==> config.mk <==
export PLATFORM = sky130hd
export DESIGN_NAME = ipv4_longest_prefix_router_flat
export DESIGN_NICKNAME = d
export VERILOG_FILES = /design/src/rtl/core/lpr_pkg.sv /design/src/rtl/core/lpr_if.sv /design/src/rtl/core/lpr_ram.sv /design/src/rtl/core/lpr_front.sv /design/src/rtl/core/lpr_fifo.sv /design/src/rtl/core/lpr_back.sv /design/src/rtl/core/ipv4_longest_prefix_router.sv /design/src/flat_wrapper.sv
export SDC_FILE = /design/constraint.sdc
export NUM_CORES = 2
export LEC_CHECK = 0
export BUFFER_PORTS_ARGS = -buffer_cell sky130_fd_sc_hd__buf_2
export CAP_MARGIN = 20
export CORE_MARGIN = 2
export CORE_UTILIZATION = 50
export CTS_CLUSTER_SIZE = 25
export DETAILED_ROUTE_END_ITERATION = 6
export GPL_TIMING_DRIVEN = 0
export HOLD_SLACK_MARGIN = 0.02
export PLACE_DENSITY_LB_ADDON = 0.05
export SKIP_LAST_GASP = 1
export SLEW_MARGIN = 40
export SYNTH_ARGS = -nofsm -noshare
export SYNTH_HDL_FRONTEND = slang
export SYNTH_SLANG_ARGS = --single-unit
==> constraint.sdc <==
create_clock -name clk -period 6.62 [get_ports clk]
set_input_delay 1.986 -clock clk [delete_from_list [all_inputs] [get_ports clk]]
set_output_delay 1.986 -clock clk [all_outputs]
set_load 0.02 [all_outputs]
==> src/rtl/core/lpr_pkg.sv <==
// Shared types, codes and helper functions of the IPv4 longest-prefix router.
// No dependencies; front, queue, back end, top level and testbench use it by scoped names.
package lpr_pkg;

	// Default depth of the route table (top-level parameter default).
	localparam int unsigned MAX_ROUTES_DEFAULT = 32;
	// Interfaces physically present; a route to an absent interface gives a no-route result.
	localparam int unsigned NUM_INTERFACES = 16;
	// Entries of the queue between front and back end.
	localparam int unsigned QUEUE_DEPTH = 2;
	// Longest meaningful IPv4 prefix.
	localparam logic [5:0] MAX_PREFIX_LEN = 6'd32;

	// Input opcodes.
	localparam logic OP_ADD_ROUTE = 1'b0;
	localparam logic OP_ROUTE     = 1'b1;

	typedef enum logic [2:0] {
		ST_ADDED    = 3'd0,
		ST_FULL     = 3'd1,
		ST_FWD      = 3'd2,
		ST_DROP_TTL = 3'd3,
		ST_NO_ROUTE = 3'd4
	} status_t;

	typedef enum logic [1:0] {
		JOB_ADD    = 2'd0,
		JOB_DROP   = 2'd1,
		JOB_LOOKUP = 2'd2
	} job_kind_t;

	typedef enum logic [1:0] {
		BK_IDLE  = 2'd0,
		BK_SCAN  = 2'd1,
		BK_REPLY = 2'd2
	} bk_state_t;

	// Classified work item passed from front to back end. The address field holds
	// the route prefix for an add and the destination for a lookup.
	typedef struct packed {
		job_kind_t   kind;
		logic [31:0] addr;
		logic [5:0]  len;
		logic [31:0] hop;
		logic        direct;
		logic [3:0]  port;
		logic [7:0]  ttl;
		logic [15:0] cks;
	} job_t;

	// One row of the route table.
	typedef struct packed {
		logic [31:0] prefix;
		logic [5:0]  len;
		logic [31:0] hop;
		logic        direct;
		logic [3:0]  port;
	} route_t;

	// Network mask for a prefix length of at most 32.
	function automatic logic [31:0] prefix_mask(input logic [5:0] len);
		logic [31:0] m;
		if (len == 6'd0) begin
			m = 32'h0;
		end else begin
			m = 32'hFFFF_FFFF << (MAX_PREFIX_LEN - len);
		end
		return m;
	endfunction

	// Incremental header checksum update for a TTL decrement: ~(~old + 0xFEFF),
	// folding the carry back in twice.
	function automatic logic [15:0] ttl_checksum(input logic [15:0] old);
		logic [16:0] sum;
		logic [16:0] fold1;
		logic [16:0] fold2;
		sum   = {1'b0, ~old} + 17'h0FEFF;
		fold1 = {1'b0, sum[15:0]} + {16'h0, sum[16]};
		fold2 = {1'b0, fold1[15:0]} + {16'h0, fold1[16]};
		return ~fold2[15:0];
	endfunction

	function automatic logic port_present(input logic [3:0] port);
		return 32'(port) < NUM_INTERFACES;
	endfunction

endpackage

==> src/rtl/core/lpr_if.sv <==
// Valid/ready channel interfaces for router commands and router results.
// Depends on nothing; the payload fields are plain logic vectors.
interface lpr_cmd_if;
	logic        valid;
	logic        ready;
	logic        opcode;
	logic [31:0] net_prefix;
	logic [5:0]  mask_len;
	logic [31:0] gateway_addr;
	logic        has_next_hop;
	logic [3:0]  interface_index;
	logic [31:0] dest_addr;
	logic [7:0]  ttl_in;
	logic [15:0] checksum_in;

	modport source (
		output valid, opcode, net_prefix, mask_len, gateway_addr,
			has_next_hop, interface_index, dest_addr, ttl_in, checksum_in,
		input  ready
	);
	modport sink (
		input  valid, opcode, net_prefix, mask_len, gateway_addr,
			has_next_hop, interface_index, dest_addr, ttl_in, checksum_in,
		output ready
	);
endinterface

interface lpr_res_if;
	logic        valid;
	logic        ready;
	logic [2:0]  status;
	logic [3:0]  out_interface;
	logic [31:0] next_hop_out;
	logic [7:0]  ttl_out;
	logic [15:0] checksum_out;

	modport source (
		output valid, status, out_interface, next_hop_out, ttl_out, checksum_out,
		input  ready
	);
	modport sink (
		input  valid, status, out_interface, next_hop_out, ttl_out, checksum_out,
		output ready
	);
endinterface

==> src/rtl/core/lpr_ram.sv <==
// Generic single-write, single-read RAM with a registered read port.
// No dependencies.
module lpr_ram #(
	parameter int WIDTH = 8,
	parameter int DEPTH = 32
) (
	input  logic                                   clk,
	input  logic                                   we,
	input  logic [((DEPTH > 1) ? $clog2(DEPTH) : 1)-1:0] waddr,
	input  logic [WIDTH-1:0]                       wdata,
	input  logic [((DEPTH > 1) ? $clog2(DEPTH) : 1)-1:0] raddr,
	output logic [WIDTH-1:0]                       rdata
);

	logic [WIDTH-1:0] mem_q [DEPTH];

	always_ff @(posedge clk) begin
		if (we) begin
			mem_q[waddr] <= wdata;
		end
		rdata <= mem_q[raddr];
	end

endmodule

==> src/rtl/core/lpr_front.sv <==
// Front end: takes command words, classifies them and precomputes TTL and checksum.
// Depends on lpr_pkg and lpr_cmd_if.
module lpr_front (
	lpr_cmd_if.sink        cmd,
	input  logic           q_full,
	output logic           q_push,
	output lpr_pkg::job_t  q_job
);

	assign cmd.ready = !q_full;
	assign q_push    = cmd.valid && !q_full;

	always_comb begin
		q_job.addr   = (cmd.opcode == lpr_pkg::OP_ROUTE) ? cmd.dest_addr : cmd.net_prefix;
		q_job.len    = (cmd.mask_len > lpr_pkg::MAX_PREFIX_LEN) ?
			lpr_pkg::MAX_PREFIX_LEN : cmd.mask_len;
		q_job.hop    = cmd.gateway_addr;
		q_job.direct = !cmd.has_next_hop;
		q_job.port   = cmd.interface_index;
		q_job.ttl    = cmd.ttl_in - 8'd1;
		q_job.cks    = lpr_pkg::ttl_checksum(cmd.checksum_in);
		if (cmd.opcode == lpr_pkg::OP_ADD_ROUTE) begin
			q_job.kind = lpr_pkg::JOB_ADD;
		end else if (cmd.ttl_in <= 8'd1) begin
			q_job.kind = lpr_pkg::JOB_DROP;
		end else begin
			q_job.kind = lpr_pkg::JOB_LOOKUP;
		end
	end

endmodule

==> src/rtl/core/lpr_fifo.sv <==
// Short job queue between the router's front and back ends.
// Depends on lpr_pkg for the job type and queue depth.
module lpr_fifo (
	input  logic           clk,
	input  logic           arst_n,
	input  logic           push,
	input  lpr_pkg::job_t  push_job,
	output logic           full,
	input  logic           pop,
	output lpr_pkg::job_t  head_job,
	output logic           empty
);

	localparam int PW = (lpr_pkg::QUEUE_DEPTH > 1) ? $clog2(lpr_pkg::QUEUE_DEPTH) : 1;
	localparam int CW = $clog2(lpr_pkg::QUEUE_DEPTH + 1);
	localparam logic [PW-1:0] LAST = PW'(lpr_pkg::QUEUE_DEPTH - 1);

	lpr_pkg::job_t slot_q [lpr_pkg::QUEUE_DEPTH];
	logic [PW-1:0] wr_ptr_q;
	logic [PW-1:0] rd_ptr_q;
	logic [CW-1:0] fill_q;

	assign full     = (fill_q == CW'(lpr_pkg::QUEUE_DEPTH));
	assign empty    = (fill_q == '0);
	assign head_job = slot_q[rd_ptr_q];

	always_ff @(posedge clk or negedge arst_n) begin
		if (!arst_n) begin
			wr_ptr_q <= '0;
			rd_ptr_q <= '0;
			fill_q   <= '0;
		end else begin
			if (push) begin
				wr_ptr_q <= (wr_ptr_q == LAST) ? '0 : wr_ptr_q + PW'(1);
			end
			if (pop) begin
				rd_ptr_q <= (rd_ptr_q == LAST) ? '0 : rd_ptr_q + PW'(1);
			end
			if (push && !pop) begin
				fill_q <= fill_q + CW'(1);
			end else if (pop && !push) begin
				fill_q <= fill_q - CW'(1);
			end
		end
	end

	always_ff @(posedge clk) begin
		if (push) begin
			slot_q[wr_ptr_q] <= push_job;
		end
	end

endmodule

==> src/rtl/core/lpr_back.sv <==
// Back end: writes routes to the table, scans it for the longest match and
// holds the result word. Depends on lpr_pkg, lpr_res_if and lpr_ram.
module lpr_back #(
	parameter int MAX_ROUTES = lpr_pkg::MAX_ROUTES_DEFAULT
) (
	input  logic           clk,
	input  logic           arst_n,
	input  logic           job_valid,
	input  lpr_pkg::job_t  job,
	output logic           job_pop,
	lpr_res_if.source      res
);

	localparam int AW = (MAX_ROUTES > 1) ? $clog2(MAX_ROUTES) : 1;
	localparam int CW = $clog2(MAX_ROUTES + 1);
	localparam logic [CW-1:0] FULL_COUNT = CW'(MAX_ROUTES);

	lpr_pkg::bk_state_t state_q, state_d;
	logic [CW-1:0] cnt_q;
	logic [CW-1:0] idx_q;
	logic          pend_s1;

	logic [31:0] dest_q;
	logic [7:0]  ttl_q;
	logic [15:0] cks_q;

	logic        found_q;
	logic [5:0]  best_len_q;
	logic [3:0]  best_port_q;
	logic [31:0] best_hop_q;
	logic        best_direct_q;

	logic        res_valid_q;
	logic [2:0]  res_status_q;
	logic [3:0]  res_port_q;
	logic [31:0] res_hop_q;
	logic [7:0]  res_ttl_q;
	logic [15:0] res_cks_q;

	logic          res_free;
	logic          res_load;
	logic          scan_start;
	logic          issue;
	logic          ram_we;
	logic          hit;
	logic          take;
	logic [2:0]    nxt_status;
	logic [3:0]    nxt_port;
	logic [31:0]   nxt_hop;
	logic [7:0]    nxt_ttl;
	logic [15:0]   nxt_cks;
	lpr_pkg::route_t wr_route;
	lpr_pkg::route_t rd_route;

	assign res_free = !res_valid_q || res.ready;

	assign wr_route.prefix = job.addr;
	assign wr_route.len    = job.len;
	assign wr_route.hop    = job.hop;
	assign wr_route.direct = job.direct;
	assign wr_route.port   = job.port;

	lpr_ram #(
		.WIDTH ($bits(lpr_pkg::route_t)),
		.DEPTH (MAX_ROUTES)
	) u_table (
		.clk   (clk),
		.we    (ram_we),
		.waddr (cnt_q[AW-1:0]),
		.wdata (wr_route),
		.raddr (idx_q[AW-1:0]),
		.rdata (rd_route)
	);

	// Match test on the row read out in the previous cycle.
	assign hit  = ((dest_q ^ rd_route.prefix) & lpr_pkg::prefix_mask(rd_route.len)) == 32'h0;
	assign take = pend_s1 && hit && (!found_q || (rd_route.len > best_len_q));

	always_comb begin
		state_d = state_q;
		case (state_q)
			lpr_pkg::BK_IDLE: begin
				if (job_valid && job.kind == lpr_pkg::JOB_LOOKUP) begin
					state_d = lpr_pkg::BK_SCAN;
				end
			end
			lpr_pkg::BK_SCAN: begin
				if (idx_q == cnt_q && !pend_s1) begin
					state_d = lpr_pkg::BK_REPLY;
				end
			end
			lpr_pkg::BK_REPLY: begin
				if (res_free) begin
					state_d = lpr_pkg::BK_IDLE;
				end
			end
			default: begin
				state_d = lpr_pkg::BK_IDLE;
			end
		endcase
	end

	always_comb begin
		job_pop    = 1'b0;
		res_load   = 1'b0;
		scan_start = 1'b0;
		issue      = 1'b0;
		ram_we     = 1'b0;
		nxt_status = lpr_pkg::ST_NO_ROUTE;
		nxt_port   = '0;
		nxt_hop    = '0;
		nxt_ttl    = '0;
		nxt_cks    = '0;
		case (state_q)
			lpr_pkg::BK_IDLE: begin
				if (job_valid) begin
					case (job.kind)
						lpr_pkg::JOB_LOOKUP: begin
							job_pop    = 1'b1;
							scan_start = 1'b1;
						end
						lpr_pkg::JOB_ADD: begin
							job_pop  = res_free;
							res_load = res_free;
							if (cnt_q == FULL_COUNT) begin
								nxt_status = lpr_pkg::ST_FULL;
							end else begin
								nxt_status = lpr_pkg::ST_ADDED;
								ram_we     = res_free;
							end
						end
						default: begin
							job_pop    = res_free;
							res_load   = res_free;
							nxt_status = lpr_pkg::ST_DROP_TTL;
						end
					endcase
				end
			end
			lpr_pkg::BK_SCAN: begin
				issue = (idx_q != cnt_q);
			end
			lpr_pkg::BK_REPLY: begin
				res_load = res_free;
				if (found_q && lpr_pkg::port_present(best_port_q)) begin
					nxt_status = lpr_pkg::ST_FWD;
					nxt_port   = best_port_q;
					nxt_hop    = best_direct_q ? dest_q : best_hop_q;
					nxt_ttl    = ttl_q;
					nxt_cks    = cks_q;
				end
			end
			default: begin
			end
		endcase
	end

	always_ff @(posedge clk or negedge arst_n) begin
		if (!arst_n) begin
			state_q     <= lpr_pkg::BK_IDLE;
			cnt_q       <= '0;
			idx_q       <= '0;
			pend_s1     <= 1'b0;
			found_q     <= 1'b0;
			res_valid_q <= 1'b0;
		end else begin
			state_q <= state_d;
			pend_s1 <= issue;
			if (ram_we) begin
				cnt_q <= cnt_q + CW'(1);
			end
			if (scan_start) begin
				idx_q   <= '0;
				found_q <= 1'b0;
			end else begin
				if (issue) begin
					idx_q <= idx_q + CW'(1);
				end
				if (take) begin
					found_q <= 1'b1;
				end
			end
			if (res_load) begin
				res_valid_q <= 1'b1;
			end else if (res.ready) begin
				res_valid_q <= 1'b0;
			end
		end
	end

	always_ff @(posedge clk) begin
		if (scan_start) begin
			dest_q <= job.addr;
			ttl_q  <= job.ttl;
			cks_q  <= job.cks;
		end
		if (take) begin
			best_len_q    <= rd_route.len;
			best_port_q   <= rd_route.port;
			best_hop_q    <= rd_route.hop;
			best_direct_q <= rd_route.direct;
		end
		if (res_load) begin
			res_status_q <= nxt_status;
			res_port_q   <= nxt_port;
			res_hop_q    <= nxt_hop;
			res_ttl_q    <= nxt_ttl;
			res_cks_q    <= nxt_cks;
		end
	end

	assign res.valid         = res_valid_q;
	assign res.status        = res_status_q;
	assign res.out_interface = res_port_q;
	assign res.next_hop_out  = res_hop_q;
	assign res.ttl_out       = res_ttl_q;
	assign res.checksum_out  = res_cks_q;

`ifndef NO_ASSERTIONS
	a_count_bounded: assert property (@(posedge clk) disable iff (!arst_n)
		cnt_q <= FULL_COUNT)
		else $error("route count beyond table depth");

	a_scan_index: assert property (@(posedge clk) disable iff (!arst_n)
		state_q == lpr_pkg::BK_SCAN |-> idx_q <= cnt_q)
		else $error("scan index passed route count");

	a_read_in_scan: assert property (@(posedge clk) disable iff (!arst_n)
		pend_s1 |-> state_q == lpr_pkg::BK_SCAN)
		else $error("table read outstanding outside a scan");

	a_count_step: assert property (@(posedge clk) disable iff (!arst_n)
		cnt_q != $past(cnt_q) |-> cnt_q == $past(cnt_q) + CW'(1))
		else $error("route count moved by other than one");
`endif

endmodule

==> src/rtl/core/ipv4_longest_prefix_router.sv <==
// IPv4 longest-prefix router: route table with add-route and route-datagram words.
// An accepted word goes into the queue; an add or a TTL drop then goes from its head
// into the result register, while a lookup first scans every stored row, one table
// row read per cycle, and then loads its result. Adds and drops pass one per cycle
// while the receiver keeps taking result words; a lookup holds the back end until its result is loaded.
// Reset clears the route count, queue and result valid; table rows are not cleared.
module ipv4_longest_prefix_router #(
	parameter int MAX_ROUTES = lpr_pkg::MAX_ROUTES_DEFAULT
) (
	input  logic     clk,
	input  logic     arst_n,
	lpr_cmd_if.sink  cmd,
	lpr_res_if.source res
);

	// The front end classifies each accepted command word: adds go to the table
	// writer, datagrams with a TTL of one or less are marked for dropping, and the
	// rest get their decremented TTL and updated checksum worked out up front.
	logic          q_push;
	logic          q_full;
	logic          q_pop;
	logic          q_empty;
	lpr_pkg::job_t q_in;
	lpr_pkg::job_t q_head;

	lpr_front u_front (
		.cmd    (cmd),
		.q_full (q_full),
		.q_push (q_push),
		.q_job  (q_in)
	);

	// A short queue decouples the two halves, so the front keeps taking words while
	// the back end is busy scanning the table, until the queue is full.
	lpr_fifo u_queue (
		.clk      (clk),
		.arst_n   (arst_n),
		.push     (q_push),
		.push_job (q_in),
		.full     (q_full),
		.pop      (q_pop),
		.head_job (q_head),
		.empty    (q_empty)
	);

	// The back end owns the route table and the result register. Jobs are taken
	// strictly in order, so every lookup sees exactly the routes added before it.
	lpr_back #(
		.MAX_ROUTES (MAX_ROUTES)
	) u_back (
		.clk       (clk),
		.arst_n    (arst_n),
		.job_valid (!q_empty),
		.job       (q_head),
		.job_pop   (q_pop),
		.res       (res)
	);

endmodule

==> src/flat_wrapper.sv <==
// flat-port wrapper written by rule: the top's interface ports become plain ports
module ipv4_longest_prefix_router_flat 
#(
	parameter int MAX_ROUTES = lpr_pkg::MAX_ROUTES_DEFAULT
)
  (clk, arst_n, cmd_valid, cmd_opcode, cmd_net_prefix, cmd_mask_len, cmd_gateway_addr, cmd_has_next_hop, cmd_interface_index, cmd_dest_addr, cmd_ttl_in, cmd_checksum_in, cmd_ready, res_valid, res_status, res_out_interface, res_next_hop_out, res_ttl_out, res_checksum_out, res_ready);
  lpr_cmd_if cmd_i ();
  lpr_res_if res_i ();
  input  logic clk;
  input  logic arst_n;
  input wire logic [$bits(cmd_i.valid)-1:0] cmd_valid;
  input wire logic [$bits(cmd_i.opcode)-1:0] cmd_opcode;
  input wire logic [$bits(cmd_i.net_prefix)-1:0] cmd_net_prefix;
  input wire logic [$bits(cmd_i.mask_len)-1:0] cmd_mask_len;
  input wire logic [$bits(cmd_i.gateway_addr)-1:0] cmd_gateway_addr;
  input wire logic [$bits(cmd_i.has_next_hop)-1:0] cmd_has_next_hop;
  input wire logic [$bits(cmd_i.interface_index)-1:0] cmd_interface_index;
  input wire logic [$bits(cmd_i.dest_addr)-1:0] cmd_dest_addr;
  input wire logic [$bits(cmd_i.ttl_in)-1:0] cmd_ttl_in;
  input wire logic [$bits(cmd_i.checksum_in)-1:0] cmd_checksum_in;
  output wire logic [$bits(cmd_i.ready)-1:0] cmd_ready;
  output wire logic [$bits(res_i.valid)-1:0] res_valid;
  output wire logic [$bits(res_i.status)-1:0] res_status;
  output wire logic [$bits(res_i.out_interface)-1:0] res_out_interface;
  output wire logic [$bits(res_i.next_hop_out)-1:0] res_next_hop_out;
  output wire logic [$bits(res_i.ttl_out)-1:0] res_ttl_out;
  output wire logic [$bits(res_i.checksum_out)-1:0] res_checksum_out;
  input wire logic [$bits(res_i.ready)-1:0] res_ready;
  assign cmd_i.valid = cmd_valid;
  assign cmd_i.opcode = cmd_opcode;
  assign cmd_i.net_prefix = cmd_net_prefix;
  assign cmd_i.mask_len = cmd_mask_len;
  assign cmd_i.gateway_addr = cmd_gateway_addr;
  assign cmd_i.has_next_hop = cmd_has_next_hop;
  assign cmd_i.interface_index = cmd_interface_index;
  assign cmd_i.dest_addr = cmd_dest_addr;
  assign cmd_i.ttl_in = cmd_ttl_in;
  assign cmd_i.checksum_in = cmd_checksum_in;
  assign cmd_ready = cmd_i.ready;
  assign res_valid = res_i.valid;
  assign res_status = res_i.status;
  assign res_out_interface = res_i.out_interface;
  assign res_next_hop_out = res_i.next_hop_out;
  assign res_ttl_out = res_i.ttl_out;
  assign res_checksum_out = res_i.checksum_out;
  assign res_i.ready = res_ready;
  ipv4_longest_prefix_router #(.MAX_ROUTES(MAX_ROUTES)) u_core (.clk(clk), .arst_n(arst_n), .cmd(cmd_i), .res(res_i));
endmodule
==> run summary <==
STA
• false — RSZ-0062 raised after global routing
• 6.03 ns — Period minus WS final
• 0.405 ns — hold slack
• 0 — number of endpoints with negative hold slack in the final report
• 0 — max-slew violation count
• 0.0484 ns — final clock skew
• 0.856 ns — Worst Max-Slew Pin Slew
• 42.8% — Max-slew headroom
• 0 — setup violation total in the final timing report
• 0.588 ns — final worst slack
• 91.1% — final cycle utilization of the critical path
• 166 MHz — Achievable Freq

Global route
• 34 — pin count of the biggest net entering global routing
• 434000 µm — first-pass GRT wire length
• 40.9% — global-route track usage on met1
• 45.6% — global-route track usage on met2
• 4.64% — routing usage on met3
• 11 — initial antenna violation count
• 28.6% — Total GRT Usage
• 53.6k — vias in the first global route
• 0 — residual overflow from global routing
• met2 — peak-usage layer in the global routing report

Pwr
• 30.4% — switching part of the total power
• 42.2 nW — P_leak
• 0.0393 W — total internal power
• 0.309 mV — Peak supply drop
• 29.0% — Clk pwr share
• 0.0172 W — Net Switching
• 42.2% — sequential share of power
• 431 nW/µm² — pwr dens
• 0.0564 W — Pwr Total
• 28.7% — logic gate share of total power

Critical path
• buf_2 -> ha_1 -> and4_1 -> buf_2 -> a21oi_2 -> nand4bb_1 -> ha_1 -> ha_1 -> o311ai_4 -> nor2_1 -> nand2_1 -> nor3b_1 -> ha_1 -> nand3_1 -> nor4_1 -> nand4bb_1 -> o311a_1 -> a2111oi_1 — worst path cell trace
• 0.62 ns — slowest stage delay, CP
• primary input — crit path launch type
• cmd_checksum_in[0] — startpoint of the most critical setup path
• 14 — count of cells along the worst register-to-register path
• 6.66 ns — arrival time at the worst endpoint
• a2111oi_1 — library cell contributing the largest single delay on the critical path
• 2.42 ns — worst reg-to-reg setup slack
• u_core.u_back.u_table.rdata[37] — Worst R2R Start
• ha_1 — Most Frequent Cell on Critical Path
• in -> reg — path type of the worst setup path
• u_core.u_queue.slot_q[0][15] — crit path capture
• 7.25 ns — CP required
• register — nature of the critical path endpoint
• 7 — maximum net fanout on the critical path
• u_core.u_back.best_hop_q[22] — reg2reg end

Synthesis
• 0 — count of synthesis-stage warnings from yosys
• edfxtp_1 — most frequently used flop master after synthesis
• 4592 — synthesized netlist cell count
• edfxtp_1 — cell taking the most area after synthesis
• 4751 — Post-Synthesis Net Count
• 0.734% — post-synthesis async set-or-reset flop share
• 109000 µm² — mapped cell area
• 78.1% — register area share after synthesis
• 76.3% — share of the synthesized area in the top cell type
• edfxtp_1 (76%), mux4_2 (16%), mux2_2 (2.1%) — largest cells by area after synthesis
• 75 — distinct cell type count of the synthesized netlist
• 23.7 µm² — post-synthesis average cell area
• 2764 — number of enable flip-flop cells after synthesis
• 2860 — register bit count reported by yosys

Clock tree
• 4 — Clock Tree Buf Depth
• 0 — number of buffers inserted for hold repair after clock tree synthesis
• built — clock tree from TritonCTS
• 5 — CTS H-tree depth
• 2860 — clock tree sinks
• 0.06 ns — Reg clk slew, reported paths
• 308 — cts bufs inserted
• 0 — setup fix buffers added after clock tree synthesis
• 0.93 ns — clock insertion delay at the later pin of the skew report
• 0 — post-CTS resize count
• clkbuf_16 — Root Driver

Final layout
• 20.2% — relative area change from synthesis to final layout
• 60.4% — share of the core filled with cells in the final layout
• 8514 — final cell count without fillers
• 37.9% — fraction of final layout cells sized beyond drive strength 1
• 5589 — Post-layout nets

Detailed routing
• 316000 µm — overall routed net length
• 6 — detailed-routing iteration count for the pre-antenna-repair pass
• 6.31 — vias per inst
• 7390 — 1st-iter DRT viols
• 37.2 µm — routed wirelength normalized by instance count
• 0 — # DRC
• 53.7k — via total after detailed routing
• 0 — number of nets still failing antenna checks after routing

Die
• 217000 µm² — area of the placeable core
• 50.2% — starting utilization of the core area
• 201 — IO Count
• 221000 µm² — area enclosed by the die boundary
• 171 — Site Rows
• 471 µm — Die W
• 471 µm — Die Ht

Status
• finished, final reports clean — status

Place
• -0.295 ns — Placement Setup Slack
• 217000 µm — total half-perimeter wirelength after legalization and detailed placement
• 0.795 — final weighted congestion in routability-driven placement
• 198 — quantity of I/O buffers inserted on ports
• 7974 — placed insts

Run
• 0 — maximum capacitance violations

Min path
• reg -> reg — class of the worst hold path

[power groups by stage]
stage                     registers (W)  logic [W]  clock network, W
after floorplan                  0.0241    0.00925                 0
after global placement           0.0244     0.0151                 0
after detailed placement         0.0242     0.0163                 0
after CTS                        0.0238     0.0163            0.0166
after global routing             0.0239     0.0170            0.0173
final                            0.0238     0.0162            0.0164
[kinds of logic (layout without fill, tap and decap cells)]
group / after synthesis / in the layout / synth area share [%]
other: 0 / 4 / 0
AND/OR/NAND/NOR: 287 / 287 / 1.40
XOR/XNOR: 89 / 89 / 0.723
multiplexers: 993 / 993 / 18.0
flip-flops: 2860 / 2860 / 78.1
buffers and inverters: 245 / 1309 / 0.865
adder cells (fa/ha/maj): 24 / 24 / 0.274
AO/OA/AOI/OAI: 94 / 94 / 0.614
[synthesized netlist by cell type (all sizes together), types with 5 or more instances]
library cell     n
a211oi           5
a21oi           21
and2            32
and3            10
buf             71
clkbuf         148
dfrtp           21
dfxtp           75
edfxtp        2764
ha              23
inv             26
mux2           206
mux2i           37
mux4           750
nand2           37
nand2b          10
nand3           15
nand4           10
nor2           101
nor2b           13
nor3            15
nor3b            5
nor4            13
o211ai           5
o21ai           25
o22ai            7
or2              6
xnor2           59
xor2            30
[routing by layer]
metal / vias to the layer above / share of wire [%]
met5: - / 0.015
met1: 29400 / 41
li1: 21200 / -
met2: 2539 / 48
met3: 546 / 7.4
met4: 8 / 3.4
[registers in the layout (all words and copies together), names as in the netlist, 16 cells and up]
register and count:
u_core.u_back.u_table.mem_q 2400, u_core.u_queue.slot_q 202, u_core.u_back.u_table.rdata 75, u_core.u_back.best_hop_q 32
u_core.u_back.dest_q 32, u_core.u_back.res.next_hop_out 32, u_core.u_back.cks_q 16, u_core.u_back.res.checksum_out 16
[worst max-delay path: cells and delay by family]
family          cells  cell delay (ns)
compound gates      4             1.44
fa+ha+maj           4             1.06
buf+inv             2             0.31
simple gates        8             1.85
[layout by cell type (no fill, tap or decap), types with 58 or more instances in the layout]
master	count
edfxtp_1	2764
mux4_2	750
clkbuf_16	314
buf_2	262
mux2_2	206
buf_16	197
clkbuf_2	125
buf_8	119
clkbuf_1	115
dfxtp_1	75
nor2_1	68
xnor2_1	58
[stage by stage]
| step | TNS, ns | area (µm²) |
|---|---|---|
| 2_1_floorplan | 0 | 109000 |
| 3_3_place_gp | - | 113000 |
| 3_5_place_dp | -0.590 | 121000 |
| 4_1_cts | 0 | 131000 |
| 5_1_grt | 0 | 131000 |
| 6_report | 0 | 131000 |
[final cells by class]
| type | count | area [µm²] |
|---|---|---|
| diodes | 4 | 10.0 |
| plain buffers | 219 | 1080 |
| clock buffers | 421 | 8390 |
| clock inverters | 115 | 1040 |
| fillers | 15000 | 85900 |
| inverters | 26 | 97.6 |
| multi-input cells | 1487 | 23200 |
| flip-flops and latches | 2860 | 85000 |
| well taps | 2854 | 3570 |
| repair buffers | 528 | 8450 |
[worst min path at each step]
stage	slack, ns	depth (start not counted)	startpoint	end
4_1_cts	0.40	0	u_core.u_back.u_table.rdata[1]	u_core.u_back.best_port_q[1]
3_3_place_gp	0.39	0	u_core.u_back.u_table.rdata[31]	u_core.u_back.best_hop_q[26]
5_1_grt	0.41	0	u_core.u_back.u_table.rdata[3]	u_core.u_back.best_port_q[3]
2_1_floorplan	0.39	0	u_core.u_back.u_table.rdata[4]	u_core.u_back.best_direct_q
3_5_place_dp	0.39	0	u_core.u_back.u_table.rdata[1]	u_core.u_back.best_port_q[1]
6_report	0.40	0	u_core.u_back.u_table.rdata[2]	u_core.u_back.best_port_q[2]
No activity file was read; power rests on OpenSTA's default activity.
